<file path="config.mk">
export PLATFORM = sky130hd
export DESIGN_NAME = kf2_ctrl
export DESIGN_NICKNAME = d
export VERILOG_FILES = /design/src/hw/rtl/kf2_pkg.sv /design/src/hw/rtl/kf2_ctrl.sv
export SDC_FILE = /design/constraint.sdc
export NUM_CORES = 1
export LEC_CHECK = 0
export BUFFER_PORTS_ARGS = -buffer_cell sky130_fd_sc_hd__buf_2
export CORE_ASPECT_RATIO = 0.6
export CORE_MARGIN = 5
export CORE_UTILIZATION = 53
export CTS_CLUSTER_DIAMETER = 60
export DETAILED_ROUTE_END_ITERATION = 8
export PLACE_DENSITY = 0.8
export SLEW_MARGIN = 10
export SYNTH_ARGS = -nofsm -noshare
export SYNTH_HDL_FRONTEND = slang
export SYNTH_SLANG_ARGS = --single-unit
</file>
<file path="constraint.sdc">
create_clock -name clk -period 3.5 [get_ports clk]
set_input_delay 1.05 -clock clk [delete_from_list [all_inputs] [get_ports clk]]
set_output_delay 1.05 -clock clk [all_outputs]
set_load 0.05 [all_outputs]
</file>
<file path="src/hw/rtl/kf2_pkg.sv">
// Shared types, constants and fixed-point helpers of the two-state Kalman filter.
package kf2_pkg;

	localparam int FRAC_BITS = 16;
	localparam int DW        = 32;
	localparam int ACC_W     = DW + 3;
	localparam int DVD_W     = DW + FRAC_BITS;
	localparam int DCNT_W    = $clog2(DVD_W + 1);
	localparam int CFG_IDX_W = 2;
	localparam int STEP_W    = 5;

	localparam logic [STEP_W-1:0] STEP_PRE_LAST = STEP_W'(18);
	localparam logic [STEP_W-1:0] STEP_LAST     = STEP_W'(25);

	localparam logic OP_MEAS  = 1'b0;
	localparam logic OP_RESET = 1'b1;

	localparam logic signed [DW-1:0] FX_ONE = DW'(1) << FRAC_BITS;
	localparam logic signed [DW-1:0] S_MAX  = {1'b0, {(DW-1){1'b1}}};
	localparam logic signed [DW-1:0] S_MIN  = {1'b1, {(DW-1){1'b0}}};

	typedef enum logic [4:0] {
		SRC_ZERO, SRC_ONE,
		SRC_QN0, SRC_QN1, SRC_QN2, SRC_QN3,
		SRC_P0, SRC_P1, SRC_P2, SRC_P3,
		SRC_PP0, SRC_PP1, SRC_PP2, SRC_PP3,
		SRC_U0, SRC_U1, SRC_V0, SRC_V1,
		SRC_K0, SRC_K1, SRC_TM, SRC_E,
		SRC_C0, SRC_C1, SRC_X0, SRC_X1, SRC_Z, SRC_R
	} src_t;

	typedef enum logic [4:0] {
		DST_NONE,
		DST_PP0, DST_PP1, DST_PP2, DST_PP3,
		DST_U0, DST_U1, DST_V0, DST_V1, DST_S, DST_TM, DST_E,
		DST_X0, DST_X1, DST_P0, DST_P1, DST_P2, DST_P3
	} dst_t;

	typedef struct packed {
		src_t a;
		src_t b;
		logic init_en;
		src_t init_src;
		logic neg;
		dst_t dst;
	} micro_t;

	typedef struct packed {
		logic   capture;
		logic   clear_state;
		logic   set_derr;
		logic   div_start;
		logic   finish;
		micro_t uop;
	} cmd_t;

	typedef struct packed {
		logic s_zero;
		logic div_done;
	} sts_t;

	function automatic micro_t uop(input src_t a, input src_t b, input logic ien,
			input src_t isrc, input logic neg, input dst_t dst);
		micro_t m;
		m.a = a;
		m.b = b;
		m.init_en = ien;
		m.init_src = isrc;
		m.neg = neg;
		m.dst = dst;
		return m;
	endfunction

	localparam micro_t UOP_NOP = '{SRC_ZERO, SRC_ZERO, 1'b0, SRC_ZERO, 1'b0, DST_NONE};

	// Operation sequence. A result written by one step may be read two steps later.
	function automatic micro_t ucode(input logic [STEP_W-1:0] step);
		micro_t m;
		unique case (step)
			5'd0:  m = uop(SRC_QN0, SRC_ONE, 1'b1, SRC_P0, 1'b0, DST_PP0);
			5'd1:  m = uop(SRC_QN1, SRC_ONE, 1'b1, SRC_P1, 1'b0, DST_PP1);
			5'd2:  m = uop(SRC_QN2, SRC_ONE, 1'b1, SRC_P2, 1'b0, DST_PP2);
			5'd3:  m = uop(SRC_QN3, SRC_ONE, 1'b1, SRC_P3, 1'b0, DST_PP3);
			5'd5:  m = uop(SRC_C0, SRC_PP0, 1'b1, SRC_ZERO, 1'b0, DST_NONE);
			5'd6:  m = uop(SRC_C1, SRC_PP2, 1'b0, SRC_ZERO, 1'b0, DST_U0);
			5'd7:  m = uop(SRC_C0, SRC_PP1, 1'b1, SRC_ZERO, 1'b0, DST_NONE);
			5'd8:  m = uop(SRC_C1, SRC_PP3, 1'b0, SRC_ZERO, 1'b0, DST_U1);
			5'd9:  m = uop(SRC_PP0, SRC_C0, 1'b1, SRC_ZERO, 1'b0, DST_NONE);
			5'd10: m = uop(SRC_PP1, SRC_C1, 1'b0, SRC_ZERO, 1'b0, DST_V0);
			5'd11: m = uop(SRC_PP2, SRC_C0, 1'b1, SRC_ZERO, 1'b0, DST_NONE);
			5'd12: m = uop(SRC_PP3, SRC_C1, 1'b0, SRC_ZERO, 1'b0, DST_V1);
			5'd13: m = uop(SRC_U0, SRC_C0, 1'b1, SRC_R, 1'b0, DST_NONE);
			5'd14: m = uop(SRC_U1, SRC_C1, 1'b0, SRC_ZERO, 1'b0, DST_S);
			5'd15: m = uop(SRC_C0, SRC_X0, 1'b1, SRC_ZERO, 1'b0, DST_NONE);
			5'd16: m = uop(SRC_C1, SRC_X1, 1'b0, SRC_ZERO, 1'b0, DST_TM);
			5'd18: m = uop(SRC_TM, SRC_ONE, 1'b1, SRC_Z, 1'b1, DST_E);
			5'd19: m = uop(SRC_K0, SRC_E, 1'b1, SRC_X0, 1'b0, DST_X0);
			5'd20: m = uop(SRC_K1, SRC_E, 1'b1, SRC_X1, 1'b0, DST_X1);
			5'd21: m = uop(SRC_K0, SRC_U0, 1'b1, SRC_PP0, 1'b1, DST_P0);
			5'd22: m = uop(SRC_K0, SRC_U1, 1'b1, SRC_PP1, 1'b1, DST_P1);
			5'd23: m = uop(SRC_K1, SRC_U0, 1'b1, SRC_PP2, 1'b1, DST_P2);
			5'd24: m = uop(SRC_K1, SRC_U1, 1'b1, SRC_PP3, 1'b1, DST_P3);
			default: m = UOP_NOP;
		endcase
		return m;
	endfunction

	// Floor of a product scaled down by the fraction bits, saturated to one word.
	function automatic logic signed [DW-1:0] sat_prod(input logic signed [2*DW-1:0] p);
		logic signed [2*DW-1:0] sh;
		logic signed [DW-1:0] r;
		sh = p >>> FRAC_BITS;
		if (&sh[2*DW-1:DW-1] || ~|sh[2*DW-1:DW-1]) r = sh[DW-1:0];
		else if (sh[2*DW-1]) r = S_MIN;
		else r = S_MAX;
		return r;
	endfunction

	function automatic logic signed [DW-1:0] sat_acc(input logic signed [ACC_W-1:0] a);
		logic signed [DW-1:0] r;
		if (&a[ACC_W-1:DW-1] || ~|a[ACC_W-1:DW-1]) r = a[DW-1:0];
		else if (a[ACC_W-1]) r = S_MIN;
		else r = S_MAX;
		return r;
	endfunction

endpackage

</file>
<file path="src/hw/rtl/kf2_ctrl.sv">
// Sequencer of the filter: walks the operation list, runs the divider and hands over results.
module kf2_ctrl (
	input  logic          clk,
	input  logic          arst_n,
	input  logic          in_valid,
	input  logic          opcode,
	input  logic          out_ready,
	output logic          in_ready,
	output logic          out_valid,
	output kf2_pkg::cmd_t cmd,
	input  kf2_pkg::sts_t sts
);
	import kf2_pkg::*;

	typedef enum logic [2:0] {
		ST_IDLE, ST_CLEAR, ST_RUN, ST_CHECK, ST_DIV, ST_FINISH
	} state_t;

	state_t            state_q;
	logic [STEP_W-1:0] step_q;
	logic              out_valid_q;
	logic              out_free;

	assign out_free  = !out_valid_q || out_ready;
	assign in_ready  = (state_q == ST_IDLE);
	assign out_valid = out_valid_q;

	always_comb begin
		cmd = '0;
		cmd.uop = UOP_NOP;
		cmd.capture = (state_q == ST_IDLE) && in_valid;
		unique case (state_q)
			ST_CLEAR:  cmd.clear_state = 1'b1;
			ST_RUN:    cmd.uop = ucode(step_q);
			ST_CHECK: begin
				cmd.set_derr  = sts.s_zero;
				cmd.div_start = !sts.s_zero;
			end
			ST_FINISH: cmd.finish = out_free;
			default:   ;
		endcase
	end

	always_ff @(posedge clk or negedge arst_n) begin
		if (!arst_n) begin
			state_q <= ST_IDLE;
			step_q <= '0;
			out_valid_q <= 1'b0;
		end else begin
			// A new result replaces the one that leaves in the same cycle.
			if (state_q == ST_FINISH && out_free) out_valid_q <= 1'b1;
			else if (out_ready) out_valid_q <= 1'b0;
			unique case (state_q)
				ST_IDLE: begin
					if (in_valid) begin
						step_q <= '0;
						state_q <= (opcode == OP_RESET) ? ST_CLEAR : ST_RUN;
					end
				end
				ST_CLEAR: state_q <= ST_FINISH;
				ST_RUN: begin
					step_q <= step_q + 1'b1;
					if (step_q == STEP_PRE_LAST) state_q <= ST_CHECK;
					else if (step_q == STEP_LAST) state_q <= ST_FINISH;
				end
				ST_CHECK: state_q <= sts.s_zero ? ST_FINISH : ST_DIV;
				ST_DIV: begin
					if (sts.div_done) state_q <= ST_RUN;
				end
				ST_FINISH: begin
					if (out_free) state_q <= ST_IDLE;
				end
				default: state_q <= ST_IDLE;
			endcase
		end
	end

	a_zero_skips_div: assert property (@(posedge clk) disable iff (!arst_n)
		(state_q == ST_CHECK && sts.s_zero) |=> (state_q == ST_FINISH))
		else $error("zero innovation variance did not go straight to finish");

	a_div_done_in_div: assert property (@(posedge clk) disable iff (!arst_n)
		sts.div_done |-> (state_q == ST_DIV))
		else $error("divider finished outside the divide state");

	a_step_range: assert property (@(posedge clk) disable iff (!arst_n)
		(state_q == ST_RUN) |-> (step_q <= STEP_LAST))
		else $error("operation step ran past the end of the list");

	a_result_held: assert property (@(posedge clk) disable iff (!arst_n)
		(out_valid_q && !out_ready) |=> out_valid_q)
		else $error("waiting result beat was dropped");

endmodule
</file>
== Yosys cells after proc, flatten, opt, wreduce, memory -nomap -nowiden ==
Memories as Yosys holds them, arrays and structs flattened.
Cells that the tools add are included.

* Output and inout port bits: 29
* Word-level logic and storage cells: 42
* Memory bits (read-only): 704
* Register bits after elaboration: 9
* Memories: 1
* Input bits: 7

* Eq/ne operators: 11
* Multiplexer cells: 16
* Reductions and logical operators: 10
* Add/sub/neg operators: 1

{| class="wikitable"
|+ Memory list
! name !! depth !! width !! read ports !! clocked after Yosys merged registers in !! wr ports !! RTL line !! RTL
|-
| (name not given) || 32 || 22 || 1 || 0 || 0 || kf2_pkg.sv:79 || <nowiki>unique case (step)</nowiki>
|}

{| class="wikitable"
|+ Operators with widths
! kind !! number
|-
| $mux 22 || 1
|-
| $pmux 3 s6 || 1
|-
| $mux 3 || 5
|-
| $eq 5x5->1 const B || 2
|-
| $pmux 5 s2 || 1
|-
| $eq 3x2->1 const B || 2
|-
| $eq 3x3->1 const B || 2
|-
| $ne 2x2->1 const B || 3
|-
| $add 5x1->5 const B || 1
|-
| $mux 1 || 5
|-
| $mux 5 || 1
|-
| $mux 2 || 2
|-
| $reduce_and 4->1 || 1
|-
| $reduce_bool 2->1 || 2
|-
| $eq 3x1->1 const B || 1
|-
| $logic_not 3->1 || 1
|-
| $ne 3x3->1 const B || 1
|-
| $logic_and 1x1->1 || 2
|-
| $logic_not 1->1 || 2
|-
| $reduce_and 2->1 || 1
|-
| $logic_or 1x1->1 || 1
|}

== Depth between registers and ports, before layout ==
Gate-level depths: netlist of run 1.

* Depth after elaboration: 4
* Depth in mapped cells: 8
* Depth with buffers taken out: 6

== Worst setup path after synthesis of run 1 ==
OpenSTA, ideal clock, no wires.

* Kind: flip-flop to output port
* Start point: register step_q[1]
* End point: output cmd[18] (netlist bit)
* Arrival: 2527 ps
* Buffers on the path: 2
* Path slack: -77 ps
* Stages on the path, launching flop included: 8
* Data required time: 2450 ps
* Path through: dfrtp_1 > clkbuf_1 > inv_1 > ha_1 > clkbuf_2 > nand2_1 > o21ai_0 > a211oi_1

{| class="wikitable"
|+ RTL lines
! item !! RTL line !! RTL
|-
| start, declared || kf2_ctrl.sv:20 || <nowiki>logic [STEP_W-1:0] step_q;</nowiki>
|-
| start signal, assigned || kf2_ctrl.sv:62 || <nowiki>step_q <= step_q + 1'b1;</nowiki>
|-
| end, declared || kf2_ctrl.sv:10 || <nowiki>output kf2_pkg::cmd_t cmd,</nowiki>
|}

==> impl_metrics.py, run 1 <==
metrics = {
    "pwr": {
        "clkPwrFrac_pct": 10.3,
        "peakVddDrop_mv": 0.4174,
        "p_int_mw": 0.4620,
        "combPwrFrac_pct": 72.5,
        "pwr_density_cell_nw_per_um2": 736.0,
        "switchingPower_mw": 0.7011,
        "seqPwrFrac_pct": 17.2,
        "p_sw_share_pct": 60.28,
        "leakage_nw": 0.7121,
    },
    "outcome": {
        "status": "completed",
    },
    "sta": {
        "finalSetupViolCount": 0,
        "tns_ns": 0,
        "fmax_mhz": 297.1,
        "drv_slew": 0,
        "period_share_pct": 96.18,
        "rsz0062_at_grt": "no",
        "finClkSkew_ns": 0.005173,
        "worst_pin_slew_ns": 0.6282,
        "min_period_ns": 3.366,
        "slew_headroom_pct": 57.67,
        "timing.final.ws_setup_ns": 0.1336,
        "hold_viol_final": 0,
    },
    "clocking": {
        "cts-resized-gates": 0,
        "cts_root_buf": "clkbuf_8",
        "clock-sinks": 9,
        "numCtsBuffers": 3,
        "cts_max_path_buffers": 2,
        "cts_hold_buf": 0,
        "cts_tree": "built",
        "htreeDepth": 1,
        "post_cts_buffers": 0,
        "insertion_delay_ns": 0.23,
        "clkTransAtPathRegs_ns": 0.05,
    },
    "synthesis": {
        "synth_fp_nets": 210,
        "yosys_warnings": 0,
        "syn_inst": 193,
        "synthTopCellsByArea": "dfrtp_1, ha_1, o21ai_0",
        "syn-cell-area_um2": 1348,
        "synth_enable_flop_cells": 0,
        "synth-seq-area-share_pct": 16.71,
        "synth_area_leader_cell": "dfrtp_1",
        "synthArstFlopShare_pct": 100.0,
        "synth_flop_cell": "dfrtp_1",
        "synth.avg_cell_area_um2": 6.982,
        "synth_cell_types": 48,
        "ys_seq_elements": 9,
        "synth_top_area_share_pct": 16.71,
    },
    "route": {
        "dr.pass1.iters": 5,
        "drt_wl_total_mm": 4.290,
        "wl_per_cell_um": 17.02,
        "vias": 1603,
        "drtIter0Drc": 239,
        "drc": 0,
        "ant_nets": 0,
        "via_per_inst": 6.361,
    },
    "global_routing": {
        "grt_pass1_wl_mm": 7.217,
        "antenna_found_initial": 0,
        "grt_overflow_total": 0,
        "grt_max_degree": 36,
        "grt_pass1_vias": 1483,
        "grt.total_usage_pct": 24.44,
    },
    "worst_setup_path": {
        "critPathCaptureType": "output port",
        "worst_ep_required_time_ns": 2.45,
        "max_stage_delay_ns": 0.47,
        "worst-path-max-fanout": 12,
        "cp_slowest_cell": "dfrtp_2",
        "cp.arrival_ns": 2.32,
        "path_class": "flip-flop to output port",
        "critPathLaunchType": "flip-flop",
        "crit_chain": "inv_1, ha_1, nor2b_1, buf_4, o211ai_4, o21ai_0, a32o_1, buf_2",
    },
    "finish": {
        "fin_util_pct": 63.98,
        "final_area_um2": 1580,
        "areaGrowthSynthToFinish_pct": 17.27,
        "final_common_cell": "buf_2",
        "antenna_cells": 0,
        "layout.cells.non_filler": 252,
        "layout_common_cells": "buf_2, nor2_1, nand2_1, o21ai_0, a21oi_1",
        "drive_above_1_share_pct": 24.09,
        "nNetsFinal": 238,
    },
    "floorplanning": {
        "die-area_um2": 3684,
        "die_y_um": 49.06,
        "initial_core_util_pct": 54.56,
        "ios": 36,
        "core-area_um2": 2470,
        "die_width_um": 75.10,
        "core.rowCount": 14,
    },
    "placed_design": {
        "port_buffers": 35,
        "place_congestion": 0.9162,
        "hpwl_mm": 3.182,
        "dpl_cell_area_um2": 1534,
        "post-place-ws_ns": 0.3107,
        "dp_cells": 248,
    },
    "worst_hold_path": {
        "hold_path.class": "flip-flop to flip-flop",
    },
    "job": {
        "drv_cap": 0,
    },
}
==> layer usage <==
| metal | share of wire (%) | track usage (%) | up-vias |
|---|---|---|---|
| li1 | - | - | 751 |
| met1 | 45 | 35.88 | 759 |
| met2 | 46 | 36.13 | 93 |
| met3 | 9.7 | 5.761 | 0 |
| met4 | 0 | 4.438 | 0 |
| met5 | 0 | 0 | - |
==> worst max-delay path: cells and delay by family (launching register included) <==
family | cells | cell delay [ns]
compound gates | 3 | 0.66
buf+inv | 3 | 0.56
flops | 1 | 0.47
fa+ha+maj | 1 | 0.25
simple gates | 1 | 0.14
==> state kept, by name, indices dropped and copies added, names as in the netlist <==
register   flops
step_q         5
state_q        3
out_valid      1
==> metrics by stage <==
step | hold WS, ns | total power, mW
2_1_floorplan | 0.6657 | 0.8291
3_3_place_gp | 0.4917 | 1.002
3_5_place_dp | 0.5069 | 1.025
4_1_cts | 0.5167 | 1.151
5_1_grt | 0.5564 | 1.239
6_report | 0.5151 | 1.163
==> power by group through the flow <==
stage          clock network [mW]  logic [mW]  registers [mW]
2_1_floorplan                   0       0.652           0.177
3_3_place_gp                    0       0.808           0.194
3_5_place_dp                    0       0.828           0.197
4_1_cts                     0.124       0.830           0.197
5_1_grt                     0.129       0.902           0.207
6_report                    0.120       0.843           0.200
==> layout make-up <==
cell class / instances / area (µm²)
clock buffers: 4 / 45.04
fillers: 225 / 889.6
inverters: 7 / 26.28
multi-input cells: 158 / 1015
flip-flops and latches: 9 / 226.5
well taps: 32 / 40.04
repair buffers: 42 / 227.7
==> cell families after synthesis <==
kind of cell               synth area share [%]
DFF                                       16.71
and+or+nand+nor                           25.26
AOI/OAI and AO/OA                         38.16
buffers and inverters                     8.357
xor gates and xnor gates                 0.6501
adders and majority gates                 9.285
muxes                                     1.578
==> Yosys cell counts (2+ instances only) <==
cell type  count
inv_1          7
and3_1         2
a21oi_1       17
a22o_1         2
nor2b_1        6
and2_1         2
o22ai_1        4
o2bb2ai_1      2
nor2_1        22
nand3_1        4
nor3_1         2
a2bb2oi_1      3
o21ai_0       21
nand2_1       21
a21o_1         2
clkbuf_2       2
a211oi_1       3
a32o_1         3
ha_1          10
clkbuf_1       7
a31oi_1        4
nand2b_1       4
dfrtp_1        9
buf_2         10
==> worst paths after layout <==
kind | from | endpoint | slack (ns) | depth (start not counted)
worst min-delay path | step_q[0] | step_q[0] | 0.52 | 1
max in group asynchronous | arst_n | step_q[1] | 2.65 | 1
worst max-delay path | step_q[1] | cmd[14] | 0.13 | 8
worst max register to register | step_q[0] | step_q[2] | 1.73 | 5
min in group asynchronous | arst_n | out_valid | 0.66 | 1
worst min register to register | step_q[0] | step_q[0] | 0.52 | 1
Power figures use the tool's default switching activity.
==> inputs of run 2 (changes only) <==
CELL_PAD_IN_SITES_DETAIL_PLACEMENT = 0   (was unset)
CELL_PAD_IN_SITES_GLOBAL_PLACEMENT = 1   (was unset)
CORE_UTILIZATION = 33   (was 53)
PLACE_DENSITY = unset   (was 0.8)
PLACE_DENSITY_LB_ADDON = 0.1   (was unset)
SKIP_LAST_GASP = 1   (was unset)
clock period = 2.95 ns   (was 3.5 ns; I/O delays follow)
==> run 2 against run 1 <==
  * First-iteration DRC count fell by 42%
  * Sequential share of layout area fell by 1.7 points
  * Critical path depth fell by 1
  * Core utilization fell by 19 points
  * Critical path type unchanged
==> impl_metrics.py, run 2 (synthesized netlist as in run 1, its figures left out) <==
metrics = {
    "floorplanning": {
        "core.rowCount": 18,
        "die-area_um2": 5503,
        "die_y_um": 59.50,
        "die_width_um": 92.50,
        "core-area_um2": 4031,
        "ios": 36,
        "initial_core_util_pct": 33.43,
    },
    "clocking": {
        "cts_hold_buf": 0,
        "cts_max_path_buffers": 2,
        "numCtsBuffers": 3,
        "clock-sinks": 9,
        "cts_root_buf": "clkbuf_8",
        "insertion_delay_ns": 0.23,
        "clkTransAtPathRegs_ns": 0.05,
        "cts_tree": "built",
        "htreeDepth": 1,
    },
    "job": {
        "drv_cap": 0,
    },
    "global_routing": {
        "grt_pass1_wl_mm": 8.017,
        "grt.total_usage_pct": 18.66,
        "grt_overflow_total": 0,
        "grt_max_degree": 24,
        "antenna_found_initial": 0,
        "grt_pass1_vias": 1560,
    },
    "pwr": {
        "peakVddDrop_mv": 0.3653,
        "pwr_density_cell_nw_per_um2": 840.6,
        "power.total_mw": 1.512,
        "leakage_nw": 0.7881,
    },
    "sta": {
        "drv_slew": 0,
        "fmax_mhz": 347.9,
        "period_share_pct": 97.44,
        "min_period_ns": 2.874,
        "finalSetupViolCount": 0,
        "rsz0062_at_grt": "yes",
        "worst_pin_slew_ns": 0.6715,
        "slew_headroom_pct": 54.76,
        "hold_viol_final": 0,
        "finClkSkew_ns": 0.003717,
    },
    "worst_setup_path": {
        "cp_slowest_cell": "dfrtp_2",
        "max_stage_delay_ns": 0.41,
        "crit_buf_inv": 2,
        "critPathCaptureType": "output port",
        "crit_chain": "inv_1, ha_1, nor2b_2, o211ai_4, a2bb2oi_1, o22ai_2, clkbuf_4",
        "cp_top_family": "compound AO/OA/AOI/OAI gates",
        "cp.arrival_ns": 1.99,
        "worst_ep_required_time_ns": 2.07,
        "path_class": "flip-flop to output port",
        "critPathLaunchType": "flip-flop",
        "worst-path-max-fanout": 8,
    },
    "finish": {
        "nNetsFinal": 253,
        "layout_common_cells": "buf_2, buf_4, nor2_1, nand2_1, o21ai_0",
        "antenna_cells": 0,
        "largest_reg_flops": 5,
        "areaGrowthSynthToFinish_pct": 33.52,
        "layout.cells.non_filler": 285,
        "fillCellCount": 423,
        "final_common_cell": "buf_2",
        "drive_above_1_share_pct": 34.04,
        "top_register": "step_q",
    },
    "route": {
        "wl_per_cell_um": 16.96,
        "drtIter0Drc": 139,
        "via_per_inst": 5.618,
        "drt_wl_total_mm": 4.834,
        "drc": 0,
        "ant_nets": 0,
        "vias": 1601,
        "dr.pass1.iters": 4,
    },
    "placed_design": {
        "port_buffers": 35,
        "dp_cells": 279,
        "place_congestion": 0.8651,
        "hpwl_mm": 3.680,
    },
    "outcome": {
        "status": "completed",
    },
    "worst_hold_path": {
        "hold_path.class": "input port to asynchronous set/reset pin",
    },
}
run 2: what timing repair did:
| action | in CTS | in global routing |
|---|---|---|
| setup buffers | 2 | 0 |
| gates resized for setup | 3 | 11 |
| endpoints found under the setup margin | 5 | 20 |
| pin swaps | 1 | 1 |
| hold endpoints to repair | 0 | 0 |
run 2: area by class of cell:
cell class / instances / area, µm² / share of cell area [%]
tap: 50 / 62.56 / 3.477
sequential: 9 / 227.7 / 12.66
multi-input combinational: 158 / 1076 / 59.81
clock buffer: 4 / 45.04 / 2.503
inverter: 7 / 26.28 / 1.460
timing repair buffer: 57 / 361.6 / 20.10
run 2: worst paths after layout:
kind	slack, ns	startpoint	end	cells after the start
setup / recovery	0.08	step_q[0]	cmd[0]	7
setup reg to reg	1.18	step_q[0]	state_q[0]	8
hold reg to reg	0.57	out_valid	out_valid	2
max in group asynchronous	2.26	arst_n	step_q[0]	1
min in group clk	0.57	out_valid	out_valid	2
hold / removal	0.49	arst_n	step_q[2]	1
run 2: per-layer routing:
layer	track usage (%)	share of wire (%)	wire length, µm
met1	27.99	52	2504
met2	26.70	41	1991
met3	3.173	6.2	301
met4	6.342	0.74	36
met5	0	0	0
run 2: stage by stage:
step / setup TNS, ns / util, % / hold WS (ns) / setup WS, ns / cell area [µm²]
after floorplan: -0.4339 / - / 0.5894 / -0.1672 / 1406
after global placement: 0 / 42.37 / 0.5700 / 0.1995 / 1708
after detailed placement: 0 / 42.37 / 0.5669 / 0.2452 / 1708
after CTS: -0.001942 / 44.04 / 0.4955 / -0.001942 / 1775
after global routing: -0.1023 / 44.63 / 0.4997 / -0.03122 / 1799
final: 0 / 44.63 / 0.4933 / 0.07560 / 1799
run 2: where the power goes:
part           total, mW  leakage, nW  internal (mW)  switching (mW)
Sequential         0.199        0.117          0.160          0.0395
Combinational       1.17        0.648          0.379           0.791
Clock              0.143       0.0228         0.0942          0.0493
==> inputs of run 3 (changes only) <==
CORE_MARGIN = 4   (was 5)
==> run 3 against run 2 <==
  * Via count increased by 1.7%
  * Critical path type unchanged
  * Setup slack got worse by 0.015 ns
  * Core utilization increased by 2.4 points
  * Critical path depth decreased by 2
  * Non-clock buffer count decreased by 1
  * Largest cell class unchanged
  * Cell area decreased by 0.56%
  * Largest power group unchanged
  * Clock-buffer cell count decreased by 1
==> impl_metrics.py, run 3 (synthesized netlist as in run 1, its figures left out) <==
metrics = {
    "clocking": {
        "cts_root_buf": "clkbuf_8",
        "clkTransAtPathRegs_ns": 0.05,
        "numCtsBuffers": 3,
        "cts_max_path_buffers": 2,
        "clock-sinks": 9,
        "htreeDepth": 1,
        "cts_tree": "built",
        "insertion_delay_ns": 0.23,
    },
    "route": {
        "ant_nets": 0,
        "drc": 0,
        "via_per_inst": 5.794,
        "drt_wl_total_mm": 4.699,
        "drtIter0Drc": 104,
        "wl_per_cell_um": 16.72,
        "vias": 1628,
        "dr.pass1.iters": 5,
    },
    "sta": {
        "tns_ns": 0,
        "min_period_ns": 2.889,
        "holdWs_ns": 0.4944,
        "fmax_mhz": 346.1,
        "timing.final.ws_setup_ns": 0.06083,
        "period_share_pct": 97.94,
        "finalSetupViolCount": 0,
        "hold_viol_final": 0,
        "slew_headroom_pct": 56.40,
        "drv_slew": 0,
        "rsz0062_at_grt": "yes",
        "worst_pin_slew_ns": 0.6471,
        "finClkSkew_ns": 0.005241,
    },
    "worst_hold_path": {
        "hold_path.class": "input port to asynchronous set/reset pin",
    },
    "worst_setup_path": {
        "cp_slowest_cell": "dfrtp_1",
        "crit_buf_inv": 1,
        "critPathCaptureType": "output port",
        "worst-path-max-fanout": 4,
        "max_stage_delay_ns": 0.41,
        "critPathLaunchType": "flip-flop",
        "cp_top_family": "simple AND/OR/NAND/NOR gates",
        "cp.arrival_ns": 2.00,
        "worst_ep_required_time_ns": 2.07,
        "crit_chain": "or3b_1, nor2_1, a2bb2oi_1, o22ai_2, buf_2",
        "path_class": "flip-flop to output port",
    },
    "pwr": {
        "p_sw_share_pct": 59.05,
        "seqPwrFrac_pct": 12.6,
        "peakVddDrop_mv": 0.3747,
        "combPwrFrac_pct": 77.9,
        "switchingPower_mw": 0.8879,
        "pwr_density_cell_nw_per_um2": 840.5,
        "p_int_mw": 0.6158,
        "clkPwrFrac_pct": 9.5,
        "leakage_nw": 0.7935,
    },
    "finish": {
        "seqCellArea_um2": 225.2,
        "areaGrowthSynthToFinish_pct": 32.78,
        "fillCellCount": 386,
        "top_register": "step_q",
        "multi_input_area_um2": 1076,
        "drive_above_1_share_pct": 33.33,
        "largest_reg_flops": 5,
        "layout_common_cells": "buf_2, buf_4, nor2_1, nand2_1, o21ai_0",
        "final_common_cell": "buf_2",
        "layout.cells.non_filler": 281,
        "nNetsFinal": 252,
        "antenna_cells": 0,
    },
    "floorplanning": {
        "die-area_um2": 5203,
        "die_y_um": 57.50,
        "core.rowCount": 17,
        "die_width_um": 90.50,
        "initial_core_util_pct": 35.39,
        "core-area_um2": 3807,
        "ios": 36,
    },
    "global_routing": {
        "grt.total_usage_pct": 18.43,
        "grt_pass1_vias": 1469,
        "antenna_found_initial": 0,
        "grt_max_degree": 27,
        "grt_overflow_total": 0,
        "grt_pass1_wl_mm": 7.776,
    },
    "placed_design": {
        "port_buffers": 35,
        "place_congestion": 0.8518,
        "dp_cells": 276,
        "post-place-ws_ns": 0.2445,
        "hpwl_mm": 3.614,
    },
    "job": {
        "drv_cap": 0,
    },
    "outcome": {
        "status": "completed",
    },
}
-- run 3: changes by cell type in the layout (fill, tap and decap cells not counted) --
cell / previous run / this run
buf_2: 28 / 32
clkbuf_4: 5 / 0
clkbuf_1: 1 / 0
dfrtp_1: 7 / 9
buf_12: 0 / 1
dfrtp_2: 2 / 0
clkinv_2: 0 / 1
buf_4: 23 / 22
-- run 3: worst paths after layout --
| kind | from | to | slack (ns) | cells past startpoint |
|---|---|---|---|---|
| setup / recovery | state_q[0] | cmd[0] | 0.06 | 5 |
| hold / removal | arst_n | state_q[1] | 0.49 | 1 |
| setup reg to reg | step_q[0] | state_q[0] | 1.19 | 7 |
| hold reg to reg | out_valid | out_valid | 0.60 | 2 |
| max in group asynchronous | arst_n | state_q[2] | 2.27 | 1 |
| min in group clk | out_valid | out_valid | 0.60 | 2 |
-- run 3: what timing repair did --
item | CTS | global route
gates cloned | 0 | 0
gates resized for setup | 1 | 10
setup buffers | 0 | 1
pin swaps | 0 | 1
setup endpoints to repair | 2 | 7
hold buffers | 0 | 0
-- run 3: power groups by stage --
| stage | Clock, mW | Sequential (mW) | Combinational, mW |
|---|---|---|---|
| 2_1_floorplan | 0 | 0.210 | 0.808 |
| 3_3_place_gp | 0 | 0.189 | 1.14 |
| 3_5_place_dp | 0 | 0.190 | 1.15 |
| 4_1_cts | 0.147 | 0.191 | 1.16 |
| 5_1_grt | 0.155 | 0.197 | 1.26 |
| 6_report | 0.142 | 0.189 | 1.17 |
-- run 3: final cells by class --
cell class,count,area share [%]
tap,47,3.287
clock buffer,3,2.308
clock inverter,1,0.2797
inverter,7,1.469
sequential,9,12.59
multi-input combinational,158,60.14
timing repair buffer,56,19.93
-- run 3: metal layers --
layer	routed length, µm	track usage, %	part of all wire (%)	vias to the layer above
li1	-	-	-	781
met1	2434	29.30	52	780
met2	1871	23.81	40	62
met3	366	4.480	7.8	5
met4	26	4.575	0.55	0
met5	0	0	0	-
-- run 3: worst reg2reg max path, stage by stage, from the launching register on --
cell and delay (ns):
dfrtp_1 0.37, inv_1 0.08, buf_4 0.15, ha_1 0.31
inv_1 0.12, o21ai_0 0.16, a31oi_1 0.10, o31ai_1 0.34
-- run 3: stage by stage --
step	cell area (µm²)	power (mW)	util, %
4_1_cts	1765	1.496	46.37
3_5_place_dp	1717	1.343	45.09
6_report	1789	1.504	46.99
3_3_place_gp	1717	1.332	45.09
5_1_grt	1789	1.611	46.99
2_1_floorplan	1406	1.018	-
